===== src/design/sqlc_pkg.sv =====
package sqlc_pkg;

  localparam int unsigned DefMaxTag   = 32;
  localparam int unsigned DefMaxDepth = 255;

  localparam logic [7:0] ChDollar = 8'h24;
  localparam logic [7:0] ChSemi   = 8'h3B;
  localparam logic [7:0] ChSquote = 8'h27;
  localparam logic [7:0] ChDquote = 8'h22;
  localparam logic [7:0] ChDash   = 8'h2D;
  localparam logic [7:0] ChSlash  = 8'h2F;
  localparam logic [7:0] ChStar   = 8'h2A;
  localparam logic [7:0] ChLf     = 8'h0A;
  localparam logic [7:0] ChLowE   = 8'h65;

  typedef enum logic [3:0] {
    MODE_NORMAL   = 4'd0,
    MODE_DASH     = 4'd1,
    MODE_SLASH    = 4'd2,
    MODE_LINE     = 4'd3,
    MODE_BLOCK    = 4'd4,
    MODE_BLOCK_SL = 4'd5,
    MODE_BLOCK_ST = 4'd6,
    MODE_QUOTED   = 4'd7,
    MODE_QCLOSE   = 4'd8,
    MODE_TAG      = 4'd9,
    MODE_BODY     = 4'd10,
    MODE_DONE     = 4'd11
  } scan_mode_e;

  typedef struct packed {
    scan_mode_e mode;
    logic       qdbl;
    logic       first_seen;
    logic       after_semi;
    logic       multiple;
    logic [2:0] expl_prog;
    logic       expl_seen;
    logic       overflow;
  } scan_state_t;

  // Controls for the tag cell row
  typedef struct packed {
    logic load;   // restart the write token at the head
    logic shift;  // store the word and advance the write token
    logic scan;   // advance the match token
    logic clear;  // drop the match token
  } chain_ctrl_t;

  typedef struct packed {
    logic single_statement;
    logic starts_with_explain;
    logic limit_exceeded;
  } result_t;

  localparam scan_state_t ScanReset = '{
    mode: MODE_NORMAL, qdbl: 1'b0, first_seen: 1'b0, after_semi: 1'b0,
    multiple: 1'b0, expl_prog: 3'd0, expl_seen: 1'b0, overflow: 1'b0
  };

  function automatic logic is_space(logic [7:0] c);
    return (c == 8'h20) || (c >= 8'h09 && c <= 8'h0D);
  endfunction

  function automatic logic is_word(logic [7:0] c);
    return (c >= 8'h30 && c <= 8'h39) || (c >= 8'h61 && c <= 8'h7A) ||
           (c >= 8'h41 && c <= 8'h5A) || (c == 8'h5F);
  endfunction

  function automatic logic [7:0] to_lower(logic [7:0] c);
    return (c >= 8'h41 && c <= 8'h5A) ? c + 8'd32 : c;
  endfunction

  function automatic logic [7:0] explain_char(logic [2:0] idx);
    logic [7:0] r;
    case (idx)
      3'd0:    r = 8'h65;
      3'd1:    r = 8'h78;
      3'd2:    r = 8'h70;
      3'd3:    r = 8'h6C;
      3'd4:    r = 8'h61;
      3'd5:    r = 8'h69;
      3'd6:    r = 8'h6E;
      default: r = 8'h00;
    endcase
    return r;
  endfunction

  function automatic scan_state_t sig_byte(scan_state_t s, logic [7:0] c);
    scan_state_t r;
    r = s;
    if (s.after_semi) begin
      r.multiple = 1'b1;
      r.mode     = MODE_DONE;
    end else begin
      if (!s.first_seen) begin
        r.first_seen = 1'b1;
        if (to_lower(c) == ChLowE) r.expl_prog = 3'd1;
      end
      if (c == ChSquote || c == ChDquote) begin
        r.qdbl = (c == ChDquote);
        r.mode = MODE_QUOTED;
      end else if (c == ChDollar) begin
        r.mode = MODE_TAG;
      end else begin
        r.after_semi = (c == ChSemi);
      end
    end
    return r;
  endfunction

  function automatic scan_state_t normal_byte(scan_state_t s, logic [7:0] c);
    scan_state_t r;
    r = s;
    r.mode = MODE_NORMAL;
    if (is_space(c)) begin
      return r;
    end
    if (c == ChDash) begin
      r.mode = MODE_DASH;
    end else if (c == ChSlash) begin
      r.mode = MODE_SLASH;
    end else begin
      r = sig_byte(r, c);
    end
    return r;
  endfunction

endpackage


===== src/design/sqlc_cell.sv =====
module sqlc_cell (
  input  logic                 clk_i,
  input  logic                 rst_ni,
  input  logic [7:0]           char_i,
  input  sqlc_pkg::chain_ctrl_t ctrl_i,
  input  logic                 first_i,
  input  logic                 wtok_i,
  input  logic                 tok_i,
  output logic                 wtok_o,
  output logic                 tok_o,
  output logic                 close_o
);
  import sqlc_pkg::*;

  logic [7:0] tag_q, tag_d;
  logic       wtok_q, wtok_d;
  logic       tok_q, tok_d;

  // The write token marks the cell that takes the next tag word; once the
  // tag is complete it rests on the cell that expects the closing '$'.
  always_comb begin
    tag_d  = tag_q;
    wtok_d = wtok_q;
    tok_d  = tok_q;
    if (ctrl_i.load) begin
      wtok_d = first_i;
    end else if (ctrl_i.shift) begin
      wtok_d = wtok_i;
      if (wtok_q) tag_d = char_i;
    end
    if (ctrl_i.clear) begin
      tok_d = 1'b0;
    end else if (ctrl_i.scan) begin
      tok_d = tok_i;
    end
  end

  assign wtok_o  = wtok_q;
  assign tok_o   = tok_q && !wtok_q && (char_i == tag_q);
  assign close_o = tok_q && wtok_q && (char_i == ChDollar);

  always_ff @(posedge clk_i or negedge rst_ni) begin
    if (!rst_ni) begin
      wtok_q <= 1'b0;
      tok_q  <= 1'b0;
    end else begin
      wtok_q <= wtok_d;
      tok_q  <= tok_d;
    end
  end

  always_ff @(posedge clk_i) begin
    tag_q <= tag_d;
  end

endmodule


===== src/design/sqlc_scan_ctrl.sv =====
module sqlc_scan_ctrl #(
  parameter int unsigned MaxTag   = sqlc_pkg::DefMaxTag,
  parameter int unsigned MaxDepth = sqlc_pkg::DefMaxDepth
) (
  input  logic                  clk_i,
  input  logic                  rst_ni,
  input  logic                  accept_i,
  input  logic [7:0]            char_i,
  input  logic                  last_i,
  input  logic                  close_i,
  output sqlc_pkg::chain_ctrl_t ctrl_o,
  output logic                  res_fire_o,
  output sqlc_pkg::result_t     res_o
);
  import sqlc_pkg::*;

  localparam int unsigned TagLenW = $clog2(MaxTag + 1);
  localparam int unsigned DepthW  = $clog2(MaxDepth + 1);

  scan_state_t       st_q, st_d, st_n;
  logic [TagLenW-1:0] tlen_q, tlen_d;
  logic [DepthW-1:0]  depth_q, depth_d;
  logic [7:0]         quote_ch;
  logic               tag_room;

  assign quote_ch = st_q.qdbl ? ChDquote : ChSquote;
  assign tag_room = tlen_q < TagLenW'(MaxTag);

  // Next state for one word
  always_comb begin
    st_n    = st_q;
    depth_d = depth_q;
    tlen_d  = tlen_q;

    if (st_q.expl_prog != 3'd0 && st_q.expl_prog != 3'd7) begin
      if (to_lower(char_i) == explain_char(st_q.expl_prog)) begin
        st_n.expl_prog = st_q.expl_prog + 3'd1;
        if (st_q.expl_prog == 3'd6) st_n.expl_seen = 1'b1;
      end else begin
        st_n.expl_prog = 3'd0;
      end
    end

    unique case (st_q.mode)
      MODE_NORMAL: st_n = normal_byte(st_n, char_i);
      MODE_DASH: begin
        if (char_i == ChDash) begin
          st_n.mode = MODE_LINE;
        end else begin
          st_n.mode = MODE_NORMAL;
          st_n = sig_byte(st_n, ChDash);
          if (st_n.mode == MODE_NORMAL) st_n = normal_byte(st_n, char_i);
        end
      end
      MODE_SLASH: begin
        if (char_i == ChStar) begin
          depth_d   = DepthW'(1);
          st_n.mode = MODE_BLOCK;
        end else begin
          st_n.mode = MODE_NORMAL;
          st_n = sig_byte(st_n, ChSlash);
          if (st_n.mode == MODE_NORMAL) st_n = normal_byte(st_n, char_i);
        end
      end
      MODE_LINE: begin
        if (char_i == ChLf) st_n.mode = MODE_NORMAL;
      end
      MODE_BLOCK, MODE_BLOCK_SL, MODE_BLOCK_ST: begin
        if (st_q.mode == MODE_BLOCK_SL && char_i == ChStar) begin
          if (depth_q >= DepthW'(MaxDepth)) begin
            st_n.overflow = 1'b1;
          end else begin
            depth_d = depth_q + DepthW'(1);
          end
          st_n.mode = MODE_BLOCK;
        end else if (st_q.mode == MODE_BLOCK_ST && char_i == ChSlash) begin
          depth_d   = depth_q - DepthW'(1);
          st_n.mode = (depth_q == DepthW'(1)) ? MODE_NORMAL : MODE_BLOCK;
        end else if (char_i == ChSlash) begin
          st_n.mode = MODE_BLOCK_SL;
        end else if (char_i == ChStar) begin
          st_n.mode = MODE_BLOCK_ST;
        end else begin
          st_n.mode = MODE_BLOCK;
        end
      end
      MODE_QUOTED: begin
        if (char_i == quote_ch) st_n.mode = MODE_QCLOSE;
      end
      MODE_QCLOSE: begin
        if (char_i == quote_ch) begin
          st_n.mode = MODE_QUOTED;
        end else begin
          st_n = normal_byte(st_n, char_i);
        end
      end
      MODE_TAG: begin
        if (char_i == ChDollar) begin
          st_n.mode = MODE_BODY;
        end else if (is_word(char_i) && tag_room) begin
          tlen_d = tlen_q + TagLenW'(1);
        end else begin
          if (is_word(char_i)) st_n.overflow = 1'b1;
          st_n = normal_byte(st_n, char_i);
        end
      end
      MODE_BODY: begin
        if (close_i) st_n.mode = MODE_NORMAL;
      end
      MODE_DONE: ;
      default: ;
    endcase

    if (st_n.mode == MODE_TAG && st_q.mode != MODE_TAG) tlen_d = '0;

    // A trailing lone dash or slash still counts as text
    st_d = st_n;
    if (st_n.mode == MODE_DASH) begin
      st_d.mode = MODE_NORMAL;
      st_d = sig_byte(st_d, ChDash);
    end else if (st_n.mode == MODE_SLASH) begin
      st_d.mode = MODE_NORMAL;
      st_d = sig_byte(st_d, ChSlash);
    end
  end

  // Outputs toward the cell row and the result register
  always_comb begin
    ctrl_o.load  = accept_i && st_n.mode == MODE_TAG && st_q.mode != MODE_TAG;
    ctrl_o.shift = accept_i && st_q.mode == MODE_TAG && is_word(char_i) && tag_room;
    ctrl_o.scan  = accept_i && st_q.mode == MODE_BODY;
    ctrl_o.clear = accept_i && st_q.mode == MODE_TAG && char_i == ChDollar;
    res_fire_o   = accept_i && last_i;
    res_o.single_statement    = !st_d.multiple;
    res_o.starts_with_explain = st_d.expl_seen;
    res_o.limit_exceeded      = st_d.overflow;
  end

  always_ff @(posedge clk_i or negedge rst_ni) begin
    if (!rst_ni) begin
      st_q    <= ScanReset;
      tlen_q  <= '0;
      depth_q <= '0;
    end else if (accept_i) begin
      if (last_i) begin
        st_q    <= ScanReset;
        tlen_q  <= '0;
        depth_q <= '0;
      end else begin
        st_q    <= st_n;
        tlen_q  <= tlen_d;
        depth_q <= depth_d;
      end
    end
  end

  a_depth_live: assert property (@(posedge clk_i) disable iff (!rst_ni)
    (st_q.mode == MODE_BLOCK || st_q.mode == MODE_BLOCK_SL ||
     st_q.mode == MODE_BLOCK_ST) |-> depth_q != '0)
    else $error("comment nesting count is zero inside a comment");

  a_depth_bound: assert property (@(posedge clk_i) disable iff (!rst_ni)
    depth_q <= DepthW'(MaxDepth))
    else $error("comment nesting count above its bound");

  a_tag_bound: assert property (@(posedge clk_i) disable iff (!rst_ni)
    tlen_q <= TagLenW'(MaxTag))
    else $error("tag length above its bound");

endmodule


===== src/design/sql_statement_classifier_core.sv =====
// Byte-serial SQL statement classifier. One text byte is taken per clock
// and a new byte may follow every cycle; the result for a text appears in
// the output register in the cycle after its last byte and waits there while
// the next text streams in. The throughput of one byte per cycle is set by
// the scan controller together with a row of MaxTag+1 tag
// cells: each cell holds one byte of the current dollar-quote tag, and a
// one-hot match token steps from cell to cell as the closing tag arrives,
// so no stored tag byte is ever looked up by address. No clearing pass is
// needed after reset. The input stalls only while the last byte of a text
// waits for the previous result, still held back by the output side.
module sql_statement_classifier_core #(
  parameter int unsigned MaxTag   = sqlc_pkg::DefMaxTag,
  parameter int unsigned MaxDepth = sqlc_pkg::DefMaxDepth
) (
  input  logic       clk_i,
  input  logic       rst_ni,
  input  logic       in_valid_i,
  output logic       in_stall_o,
  input  logic [7:0] char_in_i,
  input  logic       last_i,
  output logic       out_valid_o,
  input  logic       out_stall_i,
  output logic       single_statement_o,
  output logic       starts_with_explain_o,
  output logic       limit_exceeded_o
);
  import sqlc_pkg::*;

  localparam int unsigned NumCells = MaxTag + 1;

  logic                accept;
  chain_ctrl_t         ctrl;
  logic                res_fire;
  result_t             res;
  result_t             res_q;
  logic                out_valid_q, out_valid_d;
  logic [NumCells-1:0] wtok;
  logic [NumCells-1:0] tok;
  logic [NumCells-1:0] close_vec;
  logic [NumCells-1:0] wtok_left;
  logic [NumCells-1:0] tok_left;

  // Hold only a last word whose result has nowhere to go
  assign in_stall_o = out_valid_q && out_stall_i && last_i;
  assign accept     = in_valid_i && !in_stall_o;

  sqlc_scan_ctrl #(
    .MaxTag  (MaxTag),
    .MaxDepth(MaxDepth)
  ) u_ctrl (
    .clk_i     (clk_i),
    .rst_ni    (rst_ni),
    .accept_i  (accept),
    .char_i    (char_in_i),
    .last_i    (last_i),
    .close_i   (|close_vec),
    .ctrl_o    (ctrl),
    .res_fire_o(res_fire),
    .res_o     (res)
  );

  // A '$' in the body always restarts the match at the head cell
  assign wtok_left[0] = 1'b0;
  assign tok_left[0]  = (char_in_i == ChDollar);

  for (genvar i = 0; i < NumCells; i++) begin : g_cell
    if (i > 0) begin : g_link
      assign wtok_left[i] = wtok[i-1];
      assign tok_left[i]  = tok[i-1];
    end
    sqlc_cell u_cell (
      .clk_i  (clk_i),
      .rst_ni (rst_ni),
      .char_i (char_in_i),
      .ctrl_i (ctrl),
      .first_i(i == 0),
      .wtok_i (wtok_left[i]),
      .tok_i  (tok_left[i]),
      .wtok_o (wtok[i]),
      .tok_o  (tok[i]),
      .close_o(close_vec[i])
    );
  end

  always_comb begin
    out_valid_d = out_valid_q;
    if (res_fire) begin
      out_valid_d = 1'b1;
    end else if (!out_stall_i) begin
      out_valid_d = 1'b0;
    end
  end

  always_ff @(posedge clk_i or negedge rst_ni) begin
    if (!rst_ni) begin
      out_valid_q <= 1'b0;
    end else begin
      out_valid_q <= out_valid_d;
    end
  end

  always_ff @(posedge clk_i) begin
    if (res_fire) res_q <= res;
  end

  assign out_valid_o           = out_valid_q;
  assign single_statement_o    = res_q.single_statement;
  assign starts_with_explain_o = res_q.starts_with_explain;
  assign limit_exceeded_o      = res_q.limit_exceeded;

  a_wtok_onehot: assert property (@(posedge clk_i) disable iff (!rst_ni)
    $onehot0(wtok))
    else $error("more than one tag write position");

  a_close_onehot: assert property (@(posedge clk_i) disable iff (!rst_ni)
    $onehot0(close_vec))
    else $error("closing tag matched in more than one cell");

  a_fire_free: assert property (@(posedge clk_i) disable iff (!rst_ni)
    res_fire |-> !(out_valid_q && out_stall_i))
    else $error("result produced while output register is held");

endmodule

===== config.mk =====
export PLATFORM = sky130hd
export DESIGN_NAME = sql_statement_classifier_core
export DESIGN_NICKNAME = d
export VERILOG_FILES = /design/src/design/sqlc_pkg.sv /design/src/design/sqlc_cell.sv /design/src/design/sqlc_scan_ctrl.sv /design/src/design/sql_statement_classifier_core.sv
export SDC_FILE = /design/constraint.sdc
export NUM_CORES = 1
export LEC_CHECK = 0
export BUFFER_PORTS_ARGS = -buffer_cell sky130_fd_sc_hd__buf_2
export CORE_UTILIZATION = 54
export CTS_CLUSTER_DIAMETER = 40
export CTS_CLUSTER_SIZE = 25
export DETAILED_ROUTE_END_ITERATION = 8
export GPL_TIMING_DRIVEN = 0
export PLACE_DENSITY = 0.73
export SLEW_MARGIN = 20
export SYNTH_ARGS = -nofsm -noshare
export SYNTH_HDL_FRONTEND = slang
export SYNTH_HIERARCHICAL = 1
export SYNTH_SLANG_ARGS = --single-unit

===== constraint.sdc =====
create_clock -name clk_i -period 11.45 [get_ports clk_i]
set_input_delay 0.5725 -clock clk_i [delete_from_list [all_inputs] [get_ports clk_i]]
set_output_delay 0.5725 -clock clk_i [all_outputs]
set_load 0.005 [all_outputs]

Word-level counts from Yosys, hierarchy flattened
Index checks and enable logic that the tools add are counted.
{"block": "totals", "regBits": 353, "inputBits": 13}
{"block": "classes", "add_sub_neg": 5, "order_cmp": 10, "eq_ne": 72, "mux": 260, "bitwise_logic": 1, "n_reduce_logical": 235}
{"operator": "8-bit equality test", "n": 34}
{"operator": "13-bit 2-to-1 mux", "n": 13}
{"operator": "1-bit 2-to-1 mux", "n": 167}
{"operator": "1-bit logical AND", "n": 150}
{"operator": "4-bit 2-to-1 mux", "n": 28}
{"operator": "9-bit 2-to-1 mux", "n": 11}
{"operator": "3-bit AND reduction", "n": 32}
{"operator": "8-bit by 6-bit equality test with 1-bit output, second input constant", "n": 8}
{"operator": "8-bit 2-to-1 mux", "n": 7}
{"operator": "7-bit one-hot mux with 7 select lines", "n": 1}
{"operator": "3-bit 2-to-1 mux", "n": 15}
{"operator": "6-bit 2-to-1 mux", "n": 7}
{"operator": "8-bit one-hot mux with 5 select lines", "n": 1}
{"operator": "4-bit one-hot mux with 9 select lines", "n": 1}
{"operator": "1-bit logical NOT", "n": 34}
{"operator": "33-bit OR reduction", "n": 1}
{"operator": "4-bit by 3-bit equality test with 1-bit output, second input constant", "n": 4}
{"operator": "4-bit equality test, second input constant", "n": 4}
{"operator": "8-bit by 7-bit equality test with 1-bit output, second input constant", "n": 2}
{"operator": "8-bit by 7-bit >= comparator with 1-bit output, second input constant", "n": 2}
{"operator": "8-bit by 7-bit less-or-equal comparator with 1-bit output, second input constant", "n": 2}
{"operator": "8-bit one-hot mux with 2 select lines", "n": 1}
{"operator": "2-bit 2-to-1 mux", "n": 7}
{"operator": "4-bit by 2-bit equality test with 1-bit output, second input constant", "n": 3}
{"operator": "other kinds (32)", "n": 48}

Longest topological paths before layout
{"block": "logic_depth", "depth_word": 20, "ltp_mapped": 15}

Hierarchy
The synthesis kept the hierarchy.
{"module": "sqlc_cell", "instances": 33, "cells_per_inst": 33, "area_each_um2": 461.7, "seq_area_each_um2": 290.3}
{"module": "sqlc_scan_ctrl", "instances": 1, "cells_per_inst": 374, "area_each_um2": 2865.2, "seq_area_each_um2": 675.6}
{"module": "sql_statement_classifier_core", "instances": 1, "cells_per_inst": 24, "area_each_um2": 244.0, "seq_area_each_um2": 115.1}

Least setup slack after synthesis
OpenSTA, ideal clock, no wires.
{"block": "synth_timing", "kind": "input to register", "start": "input port char_in_i[7]", "end": "register g_cell[0].u_cell.tag_q[0], enable pin", "t_arrival_ps": 5577, "required_time_ps": 10970, "path_slack_ps": 5393, "path_stages": 14, "n_path_buf": 0, "path_cell_list": "nor2_1 > nand3_1 > nor4_2 > nor4_2 > nand4_1 > or3_1 > inv_1 > o21ai_0 > o311ai_0 > a2111o_1 > a211oi_2 > nand3b_1 > nor3_2 > nor2_1"}
{"item": "start: declaration", "line": "sql_statement_classifier_core.sv:19", "source": "input logic [7:0] char_in_i,"}
{"item": "end signal: assignment", "line": "sqlc_cell.sv:53", "source": "tag_q <= tag_d;"}
{"item": "end: declaration", "line": "sqlc_cell.sv:15", "source": "logic [7:0] tag_q, tag_d;"}

==> flow_summary_export.csv <==
group,metric,value,unit
clock_network,clock-sinks,353,
sta,period_minus_slack,4620,ps
final_layout,fraction_of_final_layout_cells_sized_beyond_drive_strength_1,12.6,%
power,power_density,145,mW/mm²
worst_setup_path,worst-setup-path-type,"in2reg",
worst_setup_path,start_kind,"primary input",
route,post_drt_wl_per_cell,18.8,µm
sta,tns,0,ps
clock_network,maximum_clock_insertion_buffer_count,3,
clock_network,h-tree-depth,2,
floorplan,floorplan.die.height,185,µm
synthesis,synth-warning-count,6,
worst_setup_path,crit_path_top_delay_cell,"nor4_1",
power,p_leak,6.82,nW
worst_setup_path,critical-path-top-delay-family,"simple AND/OR/NAND/NOR gates",
final_layout,area.growth.synth_to_final,16.2,%
sta,pins_over_their_slew_limit,0,
sta,finalHoldViolations,0,
route,routed_via_density,5.83,
global_routing,antenna_found_initial,0,
sta,slew_headroom,41.9,%
sta,setup_viol,0,
route,route.final.wire_length,38700,µm
route,detail_route.drc_violations,0,
power,switching_share,24.4,%
clock_network,cts-root-buf,"clkbuf_16",
floorplan,floorplan.core_area,0.0327,mm²
clock_network,clkTransAtPathRegs,60,ps
power,clock_power_share,48.5,%
worst_setup_path,worstPathMaxFanout,56,
power,net-switching-power,0.743,mW
floorplan,floorplan.io_pins,18,
clock_network,tritoncts_clock_tree,"done",
route,first_pass_drt_iterations,7,
global_routing,globalRouteOverflowTotal,0,
worst_setup_path,minimum_setup_slack_among_reg_to_reg_paths,7370,ps
clock_network,clock_latency_of_the_later_clocked_register_in_the_worst_skew_pair,570,ps
flow_run,timing.max_cap.violations,0,
final_layout,layout.nets,1609,
sta,fmax,0.216,GHz
clock_network,number_of_buffers_created_by_cts,47,
place,io_buffers,17,
worst_setup_path,critical_path_required,11740,ps
sta,finalCritPeriodShare,40.4,%
sta,timing_worst_slew_pin_value,859,ps
final_layout,antenna_cells_inserted,0,
floorplan,floorplan.initialDensity,55.0,%
place,final_weighted_congestion_in_routability_driven_placement,0.919,
place,detailedPlacementHpwl,22800,µm
worst_setup_path,arrival,4910,ps
worst_setup_path,largest_stage_delay_on_the_critical_path,600,ps
floorplan,num_rows,66,
outcome,status,"complete, no violations",
synthesis,synthesis.area_per_instance,12.3,µm²
global_routing,grtUsageTotal,23.4,%
synthesis,number_of_instances_in_the_synthesized_netlist,1465,
synthesis,syn_area,0.0180,mm²
global_routing,largest_net_degree_at_the_start_of_global_routing,72,
worst_setup_path,timing.critical_path.buf_inv,4,
clock_network,cts_setup_buffers,0,
power,power.share.combinational,6.0,%
route,via_count,12054,
global_routing,grt_pass1_wl,62900,µm
sta,grt_setup_unrepaired,"false",
floorplan,die_width,185,µm
power,p_int,2.30,mW
final_layout,layout.core_utilization,64.0,%
worst_hold_path,hold_class,"in2reg",
floorplan,floorplan.die_area,0.0341,mm²
power,irDropWorstVdd,0.145,mV
global_routing,grt_pass1_vias,11886,
power,power_frac_seq,45.5,%
route,dr.first_iter.drc_count,853,
route,drtAntennaViolNets,0,
worst_setup_path,timing.critical_path.cells,"buf_4, buf_16, nand4bb_1, nor4_2, nor4_1, nand4_1, or3_1, a21oi_1, a21oi_1, nor2_1, a311o_1, nand3b_1, nor3_4, buf_6, buf_8, nor2_1",
worst_setup_path,critical_path.endpoint_type,"register",
sta,final.setup_skew,31.9,ps
[layout by cell type (no fill, tap or decap), types with 39 or more instances in the layout]
cell / count
mux2i_1: 68
nand3_1: 74
nor2_1: 131
xnor2_1: 263
clkbuf_16: 47
o21ai_0: 52
nand4_1: 39
edfxtp_1: 259
nand2_1: 96
dfrtp_1: 94
[path summary, 6_finish.rpt]
check                                               from                             endpoint  cells after the start
max                                         char_in_i[4]  g_cell[8].u_cell/tag_q[1]$_DFFE_PP_                     16
min                                          out_stall_i              out_valid_o$_DFFE_PN0P_                      2
max reg2reg                  u_ctrl/st_q[12]$_DFFE_PN0P_  g_cell[8].u_cell/tag_q[1]$_DFFE_PP_                     11
min reg2reg                u_ctrl/depth_q[6]$_DFFE_PN0P_        u_ctrl/depth_q[6]$_DFFE_PN0P_                      1
max in group asynchronous                         rst_ni  g_cell[1].u_cell/wtok_o$_DFFE_PN0P_                      3
min in group asynchronous                         rst_ni        u_ctrl/depth_q[0]$_DFFE_PN0P_                      2
[sequential cells by signal (all words and copies together) (netlist names), 6 cells and up]
signal and flops:
g_cell.u_cell/tok_q 33, u_ctrl/st_q 13, u_ctrl/tlen_q 6, g_cell.u_cell/tag_q 256
u_ctrl/depth_q 8, g_cell.u_cell/wtok_o 33
[power by group through the flow]
| stage | clock (mW) | combinational, mW | sequential [mW] |
|---|---|---|---|
| after floorplan | 0 | 0.0885 | 1.41 |
| after global placement | 0 | 0.171 | 1.41 |
| after detailed placement | 0 | 0.182 | 1.41 |
| after CTS | 1.50 | 0.183 | 1.38 |
| after global routing | 1.55 | 0.201 | 1.38 |
| final | 1.47 | 0.183 | 1.38 |
[layout make-up]
cell class / instances / area, µm²
buffer: 24 / 91.3
clock buffer: 52 / 1210
clock inverter: 36 / 425
fill: 2450 / 11800
inverter: 22 / 82.6
multi-input combinational: 1098 / 7840
sequential: 353 / 10100
tap: 442 / 553
timing repair buffer: 39 / 583
[routing by layer]
| layer | share of wire [%] | routed length [µm] | up-vias | track usage [%] |
|---|---|---|---|---|
| li1 | - | - | 5702 | - |
| met1 | 46 | 17800 | 5955 | 32.6 |
| met2 | 47 | 18200 | 323 | 37.5 |
| met3 | 4.8 | 1850 | 74 | 3.64 |
| met4 | 2.4 | 917 | 0 | 7.93 |
| met5 | 0 | 0 | - | 0 |
[what timing repair did]
item | in CTS | in global routing
resized for setup | 0 | 0
hold buffers | 1 | 0
hold endpoints to repair | 31 | 0
[stage by stage]
step | setup slack [ps] | cell area, µm² | cells | total power, mW | hold WS, ps
global route | 6590 | 20900 | 2066 | 3.13 | 225
detailed placement | 6240 | 19300 | 1977 | 1.59 | 496
global placement | 456 | 18800 | 1956 | 1.58 | 483
finish | 6830 | 20900 | 2066 | 3.04 | 232
CTS | 6830 | 20900 | 2066 | 3.07 | 214
floorplan | 5430 | 18100 | 1497 | 1.50 | 277
Power figures use the tool's default switching activity.
